==> src/agc_pkg.sv <==
// agc_pkg: shared constants and types for the audio gain / rectify chain.
// Used by agc_step and audio_gain_abs_chain; depends on nothing.
package agc_pkg;

  // chain length: bounded by the step limit and by the gain registers
  localparam int MAX_STEPS = 4;
  localparam int GAIN_REGS = 4;
  localparam int NUM_STEPS = (MAX_STEPS < GAIN_REGS) ? MAX_STEPS : GAIN_REGS;

  // field and register widths
  localparam int SAMPLE_W   = 8;
  localparam int CNT_W      = 3;
  localparam int KINDS_W    = 4;
  localparam int GAIN_W     = 11;
  localparam int CFG_IDX_W  = 3;
  localparam int CFG_DATA_W = 11;

  // gain datapath widths
  localparam int FACTOR_W = 12;   // 100 + percent
  localparam int CENT_W   = 9;    // sample - midpoint
  localparam int PROD_W   = CENT_W + FACTOR_W;
  localparam int SUM_W    = PROD_W + 1;
  localparam int MID100_W = 15;   // midpoint * 100
  localparam int T_W      = 15;   // rounded sum below the clip level

  // round half up, divide by 100, clip level for results above 255
  localparam int ROUND_BIAS  = 50;
  localparam int SAT_LIMIT   = 25600;
  localparam int PCT_BASE    = 100;
  localparam int RECIP_W     = 16;
  localparam int RECIP_SHIFT = 22;
  localparam logic [RECIP_W-1:0] RECIP = 16'd41944;  // ceil(2^22 / 100)
  localparam int Q_W         = T_W + RECIP_W;

  localparam logic [SAMPLE_W-1:0] MID_RESET = 8'd128;

  // configuration register indexes
  typedef enum logic [CFG_IDX_W-1:0] {
    REG_STEP_COUNT = 3'd0,
    REG_STEP_KINDS = 3'd1,
    REG_GAIN0      = 3'd2,
    REG_GAIN1      = 3'd3,
    REG_GAIN2      = 3'd4,
    REG_GAIN3      = 3'd5,
    REG_MIDPOINT   = 3'd6
  } cfg_reg_t;

  // per-step control derived from the configuration registers
  typedef struct packed {
    logic                       active;
    logic                       is_gain;
    logic signed [FACTOR_W-1:0] factor;
    logic [SAMPLE_W-1:0]        mid;
    logic [MID100_W-1:0]        mid100;
  } step_cfg_t;

endpackage

==> src/audio_gain_abs_chain.sv <==
// audio_gain_abs_chain: top level, configuration registers and the step chain.
// Depends on agc_pkg and agc_step.
//
//  channel | direction | handshake              | payload
//  --------+-----------+------------------------+---------------------------------
//  in_     | slave     | in_tvalid / in_tready  | in_tdata[7:0]  = sample_in
//  out_    | master    | out_tvalid / out_tready| out_tdata[7:0] = sample_out
//  cfg_    | write     | cfg_wen                | cfg_index, cfg_wdata
//
// One request per cycle sustained while out_ is not stalled; each chain step
// registers its data through its multiply, round/compare and reciprocal-divide
// stages in turn. Inactive steps still pass data through their stages.
// Synchronous active-low reset clears all valid bits and config, midpoint to 128.
// A stall on out_ holds the last stage; earlier stages keep filling bubbles.
module audio_gain_abs_chain (
  input  logic                           clk,
  input  logic                           rst_n,
  input  logic                           in_tvalid,
  output logic                           in_tready,
  input  logic [7:0]                     in_tdata,   // [7:0] sample_in
  output logic                           out_tvalid,
  input  logic                           out_tready,
  output logic [7:0]                     out_tdata,  // [7:0] sample_out
  input  logic                           cfg_wen,
  input  logic [agc_pkg::CFG_IDX_W-1:0]  cfg_index,
  input  logic [agc_pkg::CFG_DATA_W-1:0] cfg_wdata
);

  localparam int NS = agc_pkg::NUM_STEPS;

  // configuration registers
  logic [agc_pkg::CNT_W-1:0]          step_count_r;
  logic [agc_pkg::KINDS_W-1:0]        step_kinds_r;
  logic signed [agc_pkg::GAIN_W-1:0]  gain_r [agc_pkg::GAIN_REGS];
  logic [agc_pkg::SAMPLE_W-1:0]       mid_r;

  logic [agc_pkg::CNT_W-1:0]          cnt_eff;
  logic [agc_pkg::MID100_W-1:0]       mid100;
  agc_pkg::step_cfg_t                 step_cfg [NS];

  // chain links
  logic                               link_valid [NS+1];
  logic                               link_ready [NS+1];
  logic [agc_pkg::SAMPLE_W-1:0]       link_sample [NS+1];

  // register writes
  always_ff @(posedge clk) begin
    if (!rst_n) begin
      step_count_r <= '0;
      step_kinds_r <= '0;
      gain_r[0]    <= '0;
      gain_r[1]    <= '0;
      gain_r[2]    <= '0;
      gain_r[3]    <= '0;
      mid_r        <= agc_pkg::MID_RESET;
    end else if (cfg_wen) begin
      case (agc_pkg::cfg_reg_t'(cfg_index))
        agc_pkg::REG_STEP_COUNT: step_count_r <= cfg_wdata[agc_pkg::CNT_W-1:0];
        agc_pkg::REG_STEP_KINDS: step_kinds_r <= cfg_wdata[agc_pkg::KINDS_W-1:0];
        agc_pkg::REG_GAIN0:      gain_r[0]    <= $signed(cfg_wdata[agc_pkg::GAIN_W-1:0]);
        agc_pkg::REG_GAIN1:      gain_r[1]    <= $signed(cfg_wdata[agc_pkg::GAIN_W-1:0]);
        agc_pkg::REG_GAIN2:      gain_r[2]    <= $signed(cfg_wdata[agc_pkg::GAIN_W-1:0]);
        agc_pkg::REG_GAIN3:      gain_r[3]    <= $signed(cfg_wdata[agc_pkg::GAIN_W-1:0]);
        agc_pkg::REG_MIDPOINT:   mid_r        <= cfg_wdata[agc_pkg::SAMPLE_W-1:0];
        default: ;
      endcase
    end
  end

  // active step count saturates at the chain length
  assign cnt_eff = (step_count_r > agc_pkg::CNT_W'(NS)) ? agc_pkg::CNT_W'(NS) : step_count_r;
  assign mid100  = agc_pkg::MID100_W'(mid_r) * agc_pkg::MID100_W'(agc_pkg::PCT_BASE);

  assign link_valid[0]  = in_tvalid;
  assign in_tready      = link_ready[0];
  assign link_sample[0] = in_tdata;

  // step chain
  for (genvar i = 0; i < NS; i++) begin : g_step
    always_comb begin
      step_cfg[i].active  = (agc_pkg::CNT_W'(i) < cnt_eff);
      step_cfg[i].is_gain = step_kinds_r[i];
      step_cfg[i].factor  = $signed({gain_r[i][agc_pkg::GAIN_W-1], gain_r[i]})
                          + $signed(agc_pkg::FACTOR_W'(agc_pkg::PCT_BASE));
      step_cfg[i].mid     = mid_r;
      step_cfg[i].mid100  = mid100;
    end

    agc_step u_step (
      .clk        (clk),
      .rst_n      (rst_n),
      .cfg        (step_cfg[i]),
      .in_valid   (link_valid[i]),
      .in_ready   (link_ready[i]),
      .in_sample  (link_sample[i]),
      .out_valid  (link_valid[i+1]),
      .out_ready  (link_ready[i+1]),
      .out_sample (link_sample[i+1])
    );
  end

  assign out_tvalid     = link_valid[NS];
  assign link_ready[NS] = out_tready;
  assign out_tdata      = link_sample[NS];

`ifndef ASSERT_OFF
  // a ready sink lets the whole chain advance
  a_ready_through: assert property (@(posedge clk) disable iff (!rst_n)
    out_tready |-> in_tready)
    else $error("in_tready low while out_tready high");

  // an empty output stage means the chain cannot be backed up
  a_empty_accepts: assert property (@(posedge clk) disable iff (!rst_n)
    !out_tvalid |-> in_tready)
    else $error("in_tready low with empty output stage");

  // reset empties the pipeline
  a_reset_empty: assert property (@(posedge clk)
    !rst_n |=> !out_tvalid)
    else $error("out_tvalid high after reset");
`endif

endmodule

==> src/agc_step.sv <==
// agc_step: one chain step as a three-stage pipeline (multiply, round/compare,
// reciprocal divide and clip). Depends on agc_pkg.
module agc_step (
  input  logic                          clk,
  input  logic                          rst_n,
  input  agc_pkg::step_cfg_t            cfg,
  input  logic                          in_valid,
  output logic                          in_ready,
  input  logic [agc_pkg::SAMPLE_W-1:0]  in_sample,
  output logic                          out_valid,
  input  logic                          out_ready,
  output logic [agc_pkg::SAMPLE_W-1:0]  out_sample
);

  // stage valid bits and per-stage ready
  logic v1_r, v2_r, v3_r;
  logic rdy1, rdy2, rdy3;

  // stage 1 payload
  logic signed [agc_pkg::PROD_W-1:0]   prod_r;
  logic [agc_pkg::SAMPLE_W-1:0]        alt1_r;
  logic                                gain1_r;
  // stage 2 payload
  logic [agc_pkg::T_W-1:0]             t_r;
  logic                                neg_r, sat_r, gain2_r;
  logic [agc_pkg::SAMPLE_W-1:0]        alt2_r;
  // stage 3 payload
  logic [agc_pkg::SAMPLE_W-1:0]        sample_r;

  // stage 1 logic
  logic signed [agc_pkg::CENT_W-1:0]   cent;
  logic signed [agc_pkg::PROD_W-1:0]   prod_nxt;
  logic [agc_pkg::SAMPLE_W-1:0]        abs_mag;
  logic [agc_pkg::SAMPLE_W:0]          abs_sum;
  logic [agc_pkg::SAMPLE_W-1:0]        alt_nxt;

  // stage 2 logic
  logic signed [agc_pkg::SUM_W-1:0]    t_sum;

  // stage 3 logic
  logic [agc_pkg::Q_W-1:0]             q_full;
  logic [agc_pkg::SAMPLE_W-1:0]        q_val;
  logic [agc_pkg::SAMPLE_W-1:0]        sample_nxt;

  // ready ripples back: a stage takes data when empty or draining
  assign rdy3     = !v3_r || out_ready;
  assign rdy2     = !v2_r || rdy3;
  assign rdy1     = !v1_r || rdy2;
  assign in_ready = rdy1;

  // excursion, its product with the gain factor, and the mirror result
  always_comb begin
    cent     = $signed({1'b0, in_sample}) - $signed({1'b0, cfg.mid});
    prod_nxt = cent * cfg.factor;
    abs_mag  = cent[agc_pkg::CENT_W-1] ? agc_pkg::SAMPLE_W'(-cent)
                                       : agc_pkg::SAMPLE_W'(cent);
    abs_sum  = {1'b0, abs_mag} + {1'b0, cfg.mid};
    if (!cfg.active) begin
      alt_nxt = in_sample;
    end else if (abs_sum[agc_pkg::SAMPLE_W]) begin
      alt_nxt = '1;
    end else begin
      alt_nxt = abs_sum[agc_pkg::SAMPLE_W-1:0];
    end
  end

  // add back midpoint*100 and the rounding bias, flag the clip cases
  assign t_sum = $signed({{(agc_pkg::SUM_W - agc_pkg::MID100_W){1'b0}}, cfg.mid100})
               + $signed({prod_r[agc_pkg::PROD_W-1], prod_r})
               + $signed(agc_pkg::SUM_W'(agc_pkg::ROUND_BIAS));

  // divide by 100 through the reciprocal, then pick the step result
  always_comb begin
    q_full = agc_pkg::Q_W'(t_r) * agc_pkg::Q_W'(agc_pkg::RECIP);
    q_val  = q_full[agc_pkg::RECIP_SHIFT + agc_pkg::SAMPLE_W - 1 : agc_pkg::RECIP_SHIFT];
    if (!gain2_r) begin
      sample_nxt = alt2_r;
    end else if (neg_r) begin
      sample_nxt = '0;
    end else if (sat_r) begin
      sample_nxt = '1;
    end else begin
      sample_nxt = q_val;
    end
  end

  // valid bits
  always_ff @(posedge clk) begin
    if (!rst_n) begin
      v1_r <= 1'b0;
      v2_r <= 1'b0;
      v3_r <= 1'b0;
    end else begin
      if (rdy1) v1_r <= in_valid;
      if (rdy2) v2_r <= v1_r;
      if (rdy3) v3_r <= v2_r;
    end
  end

  // payload registers
  always_ff @(posedge clk) begin
    if (rdy1 && in_valid) begin
      prod_r  <= prod_nxt;
      alt1_r  <= alt_nxt;
      gain1_r <= cfg.active && cfg.is_gain;
    end
    if (rdy2 && v1_r) begin
      t_r     <= t_sum[agc_pkg::T_W-1:0];
      neg_r   <= t_sum[agc_pkg::SUM_W-1];
      sat_r   <= (t_sum[agc_pkg::SUM_W-2:0] >= (agc_pkg::SUM_W-1)'(agc_pkg::SAT_LIMIT));
      gain2_r <= gain1_r;
      alt2_r  <= alt1_r;
    end
    if (rdy3 && v2_r) begin
      sample_r <= sample_nxt;
    end
  end

  assign out_valid  = v3_r;
  assign out_sample = sample_r;

endmodule
==> config.mk <==
export PLATFORM = sky130hd
export DESIGN_NAME = audio_gain_abs_chain
export DESIGN_NICKNAME = d
export VERILOG_FILES = /design/src/agc_pkg.sv /design/src/audio_gain_abs_chain.sv /design/src/agc_step.sv
export SDC_FILE = /design/constraint.sdc
export NUM_CORES = 2
export LEC_CHECK = 0
export ABC_AREA = 1
export BUFFER_PORTS_ARGS = -buffer_cell sky130_fd_sc_hd__buf_2
export CELL_PAD_IN_SITES_DETAIL_PLACEMENT = 1
export CELL_PAD_IN_SITES_GLOBAL_PLACEMENT = 2
export CORE_ASPECT_RATIO = 0.75
export CORE_UTILIZATION = 32
export CTS_BUF_LIST = sky130_fd_sc_hd__clkbuf_16
export CTS_CLUSTER_SIZE = 28
export DETAILED_ROUTE_END_ITERATION = 7
export GPL_ROUTABILITY_DRIVEN = 0
export PLACE_DENSITY_LB_ADDON = 0.1
export SETUP_SLACK_MARGIN = 0.05
export SKIP_CTS_REPAIR_TIMING = 1
export SLEW_MARGIN = 10
export SYNTH_ARGS = -nofsm -noshare
export SYNTH_HDL_FRONTEND = slang
export SYNTH_SLANG_ARGS = --single-unit
export TNS_END_PERCENT = 50
==> constraint.sdc <==
create_clock -name clk -period 13.4 [get_ports clk]
set_input_delay 1.34 -clock clk [delete_from_list [all_inputs] [get_ports clk]]
set_output_delay 1.34 -clock clk [all_outputs]
set_load 0.05 [all_outputs]
==> results_tabular.tex <==
\begin{tabular}{lr}
\hline
Metric & Value \\
\hline
\multicolumn{2}{l}{\textbf{STA}} \\
\quad Hold WS & 419 ps \\
\quad Worst Skew & 27.7 ps \\
\quad Worst Max-Slew Pin Slew & 1160 ps \\
\quad Final Hold Fails & 0 \\
\quad Tmin final & 7500 ps \\
\quad Max Clk Rate & 133 MHz \\
\quad Worst rel slew slack & 0.225 \\
\quad Share of the clock period used by the worst path & 0.560 \\
\quad Setup repair after global routing missed its margin & false \\
\quad Sum of negative setup slack & 0 ps \\
\quad Finish-stage setup viols & 0 \\
\quad Number of slew-limit violations in the final report & 0 \\
\multicolumn{2}{l}{\textbf{Clocking}} \\
\quad Clock latency on the worst-skew pair & between 600 and 700 ps \\
\quad Clock buffer count from CTS & 44 \\
\quad Root Buffer Master & clkbuf\_16 \\
\quad CTS Buffer Depth & 3 \\
\quad Clock transition at the registers of the reported paths & 60 ps \\
\quad Sinks on the clock net & 327 \\
\quad Clock tree from TritonCTS & built \\
\quad H-tree level count & 2 \\
\multicolumn{2}{l}{\textbf{Worst setup path}} \\
\quad Largest fanout on the critical path & 15 \\
\quad Setup Crit Path Kind & register to register \\
\quad Type of element capturing the critical path & register \\
\quad Top Family by Delay on Critical Path & adder cells \\
\quad Cell chain of the critical path & inv\_1 > ha\_1 > a21oi\_2 > o21ai\_2 > xnor2\_2 > nor2\_1 > fa\_1 > inv\_1 > fa\_1 > inv\_1 > fa\_1 > fa\_1 > inv\_1 > fa\_1 > inv\_1 > ha\_1 > a21oi\_1 > nand2\_1 > nand2\_1 > nand2\_1 > a21boi\_0 > o21ai\_0 > xor2\_1 \\
\quad Max stage delay cell, worst path & xnor2\_2 \\
\quad Type of element launching the critical path & register \\
\quad Critical path required time & 13,750 ps \\
\quad Critical Path AT & 7850 ps \\
\quad Peak per-stage delay on the critical path & 760 ps \\
\quad Critical path buffer and inverter count & 5 \\
\multicolumn{2}{l}{\textbf{Synth}} \\
\quad Count of mapped cells out of synthesis & 6,219 \\
\quad Most common library cells after synthesis & inv\_1 (1,386), nand2\_1 (1,233), ha\_1 (777), fa\_1 (651), nor2\_1 (643) \\
\quad Share of flip-flops with an asynchronous set or reset & 0 \\
\quad Fraction of the mapped netlist area in compound gates & 0.0527 \\
\quad Mapped cell area & just over 50,000 um\^{}2 \\
\quad Synth warnings & 0 \\
\quad Flip-flop and latch count after synthesis & 327 \\
\quad Number of library cell types mapped by synthesis & 54 \\
\quad Post-synth EDFFs & 300 \\
\quad Net count of the mapped netlist & between 7,000 and 8,000 \\
\quad Dominant combinational cell family by area after synthesis & adder cells \\
\quad Mean instance size in the synthesized netlist & 8.33 um\^{}2 \\
\quad Most instantiated flip-flop cell in the synthesis netlist & edfxtp\_1 \\
\quad Leading cell types by total area after synthesis & fa\_1 (25\%), ha\_1 (19\%), edfxtp\_1 (17\%), inv\_1 (10\%), nand2\_1 (8.9\%) \\
\quad Post-synthesis share of cell area spent on xor and xnor gates & 0.0330 \\
\quad Top-area cell type share of the netlist area & 0.252 \\
\quad Simple logic cell fraction of the synthesized area & 0.184 \\
\quad Share of synthesized area spent on multiplexers & 0 \\
\quad Most frequently used cell type in the post-synthesis netlist & inv\_1 \\
\quad Fraction of the yosys area taken by sequential cells & 0.184 \\
\quad Top cell type by total area after synthesis & fa\_1 \\
\quad Adder-cell area share of the yosys netlist & 0.439 \\
\multicolumn{2}{l}{\textbf{Global routing}} \\
\quad First-pass GRT wire length & 258,000 um \\
\quad Remaining global-route overflow & 0 \\
\quad Initial antenna violation count & 4 \\
\quad Vias in the first global route & 42,400 \\
\quad Largest net degree at the start of global routing & 31 \\
\quad Global router's overall resource usage & 0.207 \\
\multicolumn{2}{l}{\textbf{Route}} \\
\quad DRC violations left & 0 \\
\quad Detailed-route vias per instance & 4.71 \\
\quad Wire length per cell after detailed routing & 19.6 um \\
\quad Post-Route WL & 166,000 um \\
\quad Total via count in the routed design & 39,800 \\
\quad Initial detailed-routing violation count & 2,148 \\
\quad Post-route antenna net violation count & 0 \\
\quad Initial DRT Pass Iterations & 5 \\
\multicolumn{2}{l}{\textbf{Layout}} \\
\quad \# nets final & a little under 8,000 \\
\quad Area overhead of the layout relative to synthesis & 8.24\% \\
\quad Share of final-layout standard cells stronger than drive strength 1 & 0.0323 \\
\multicolumn{2}{l}{\textbf{Die}} \\
\quad Ports placed on the boundary & 37 \\
\quad Die area & roughly 160,000 um\^{}2 \\
\quad Placeable core area & around 160,000 um\^{}2 \\
\quad Horizontal extent of the die & 467 um \\
\quad Overall die height & 350 um \\
\quad Starting Density & 0.323 \\
\quad Row cnt & roughly 130 \\
\multicolumn{2}{l}{\textbf{Min path}} \\
\quad Hold crit path type & register to register \\
\multicolumn{2}{l}{\textbf{Status}} \\
\quad Outcome & finished clean \\
\multicolumn{2}{l}{\textbf{Place}} \\
\quad Number of port buffers & 36 \\
\quad Final HPWL from detailed placement & approximately 140,000 um \\
\multicolumn{2}{l}{\textbf{Run}} \\
\quad Maximum capacitance violations & 0 \\
\hline
\end{tabular}
==> layer usage <==
layer / vias up / GRT usage / part of all wire
li1: 19600 / - / -
met1: 19600 / 0.329 / 0.55
met2: 526 / 0.294 / 0.39
met3: 97 / 0.0285 / 0.044
met4: 0 / 0.0355 / 0.016
met5: - / 0 / 0
==> layout by cell type, fill, tap and decap left out, types with 12 or more instances in the layout <==
master and count:
nand4_1 59, ha_1 777, buf_4 26, a21o_1 18
a41oi_1 12, buf_2 36, nor3_1 39, edfxtp_1 300
clkinv_1 21, o21bai_1 19, clkbuf_16 46, fa_1 651
a21oi_1 257, xnor2_1 53, nand3_1 294, nand2_1 1233
inv_1 1390, dfxtp_1 25, nand3b_1 23, o21ai_0 131
inv_2 16, xor2_1 115, nor2_1 640
==> per-stage QoR <==
step            util  setup slack (ps)  area [um^2]  instances
6_report       0.350              5900        56100       8442
3_5_place_dp   0.341              5900        54600       8359
5_1_grt        0.350              5470        56100       8441
3_3_place_gp   0.341              5970        54600       8359
4_1_cts        0.350              5900        56100       8441
2_1_floorplan      -              6610        51800       6219
==> final timing paths <==
path	start	to	slack, ps	cells past startpoint
max	mid_r[2]$_SDFFE_PN0P_	g_step[1].u_step.prod_r[19]$_DFFE_PP_	5900	23
min reg2reg	g_step[1].u_step.gain1_r$_DFFE_PP_	g_step[1].u_step.gain2_r$_DFFE_PP_	420	0
max reg2reg	mid_r[2]$_SDFFE_PN0P_	g_step[1].u_step.prod_r[19]$_DFFE_PP_	5900	23
min	g_step[1].u_step.gain1_r$_DFFE_PP_	g_step[1].u_step.gain2_r$_DFFE_PP_	420	0
==> registers in the layout (all words and copies together) (netlist names) <==
| signal | count |
|---|---|
| g_step.u_step.sat_r | 4 |
| g_step.u_step.neg_r | 4 |
| gain_r | 44 |
| g_step.u_step.prod_r | 84 |
| g_step.u_step.v1_r | 4 |
| g_step.u_step.t_r | 60 |
| step_count_r | 3 |
| g_step.u_step.alt1_r | 32 |
| g_step.u_step.gain2_r | 4 |
| mid_r | 8 |
| g_step.u_step.alt2_r | 32 |
| g_step.u_step.out_valid | 4 |
| step_kinds_r | 4 |
| g_step.u_step.gain1_r | 4 |
| g_step.u_step.out_sample | 32 |
| g_step.u_step.v2_r | 4 |
==> cell type report <==
class | count | area [um^2]
inverter | 1414 | 5310
fill | 19000 | 104000
clock inverter | 36 | 267
clock buffer | 46 | 1150
multi-input combinational | 4428 | 36800
timing repair buffer | 62 | 375
tap | 2128 | 2660
antenna | 1 | 2.50
sequential | 327 | 9550
==> worst reg2reg max path, cell delays in order (launching register included) <==
cell and delay (ps):
dfxtp_1 620, inv_1 530, ha_1 570, a21oi_2 190, o21ai_2 110, xnor2_2 770, nor2_1 150, fa_1 570
inv_1 50, fa_1 530, inv_1 50, fa_1 450, fa_1 490, inv_1 50, fa_1 490, inv_1 50
ha_1 340, a21oi_1 150, nand2_1 110, nand2_1 90, nand2_1 110, a21boi_0 410, o21ai_0 180, xor2_1 160
==> logic make-up after synthesis <==
group	after synthesis
AO/OA/AOI/OAI	488
AND/OR/NAND/NOR	2329
adder cells (fa/ha/maj)	1428
flip-flops	327
buffers and inverters	1464
XOR/XNOR	183
Power is not shown: default switching activity piles up to over one toggle a cycle in this logic, so the estimate is an artifact.
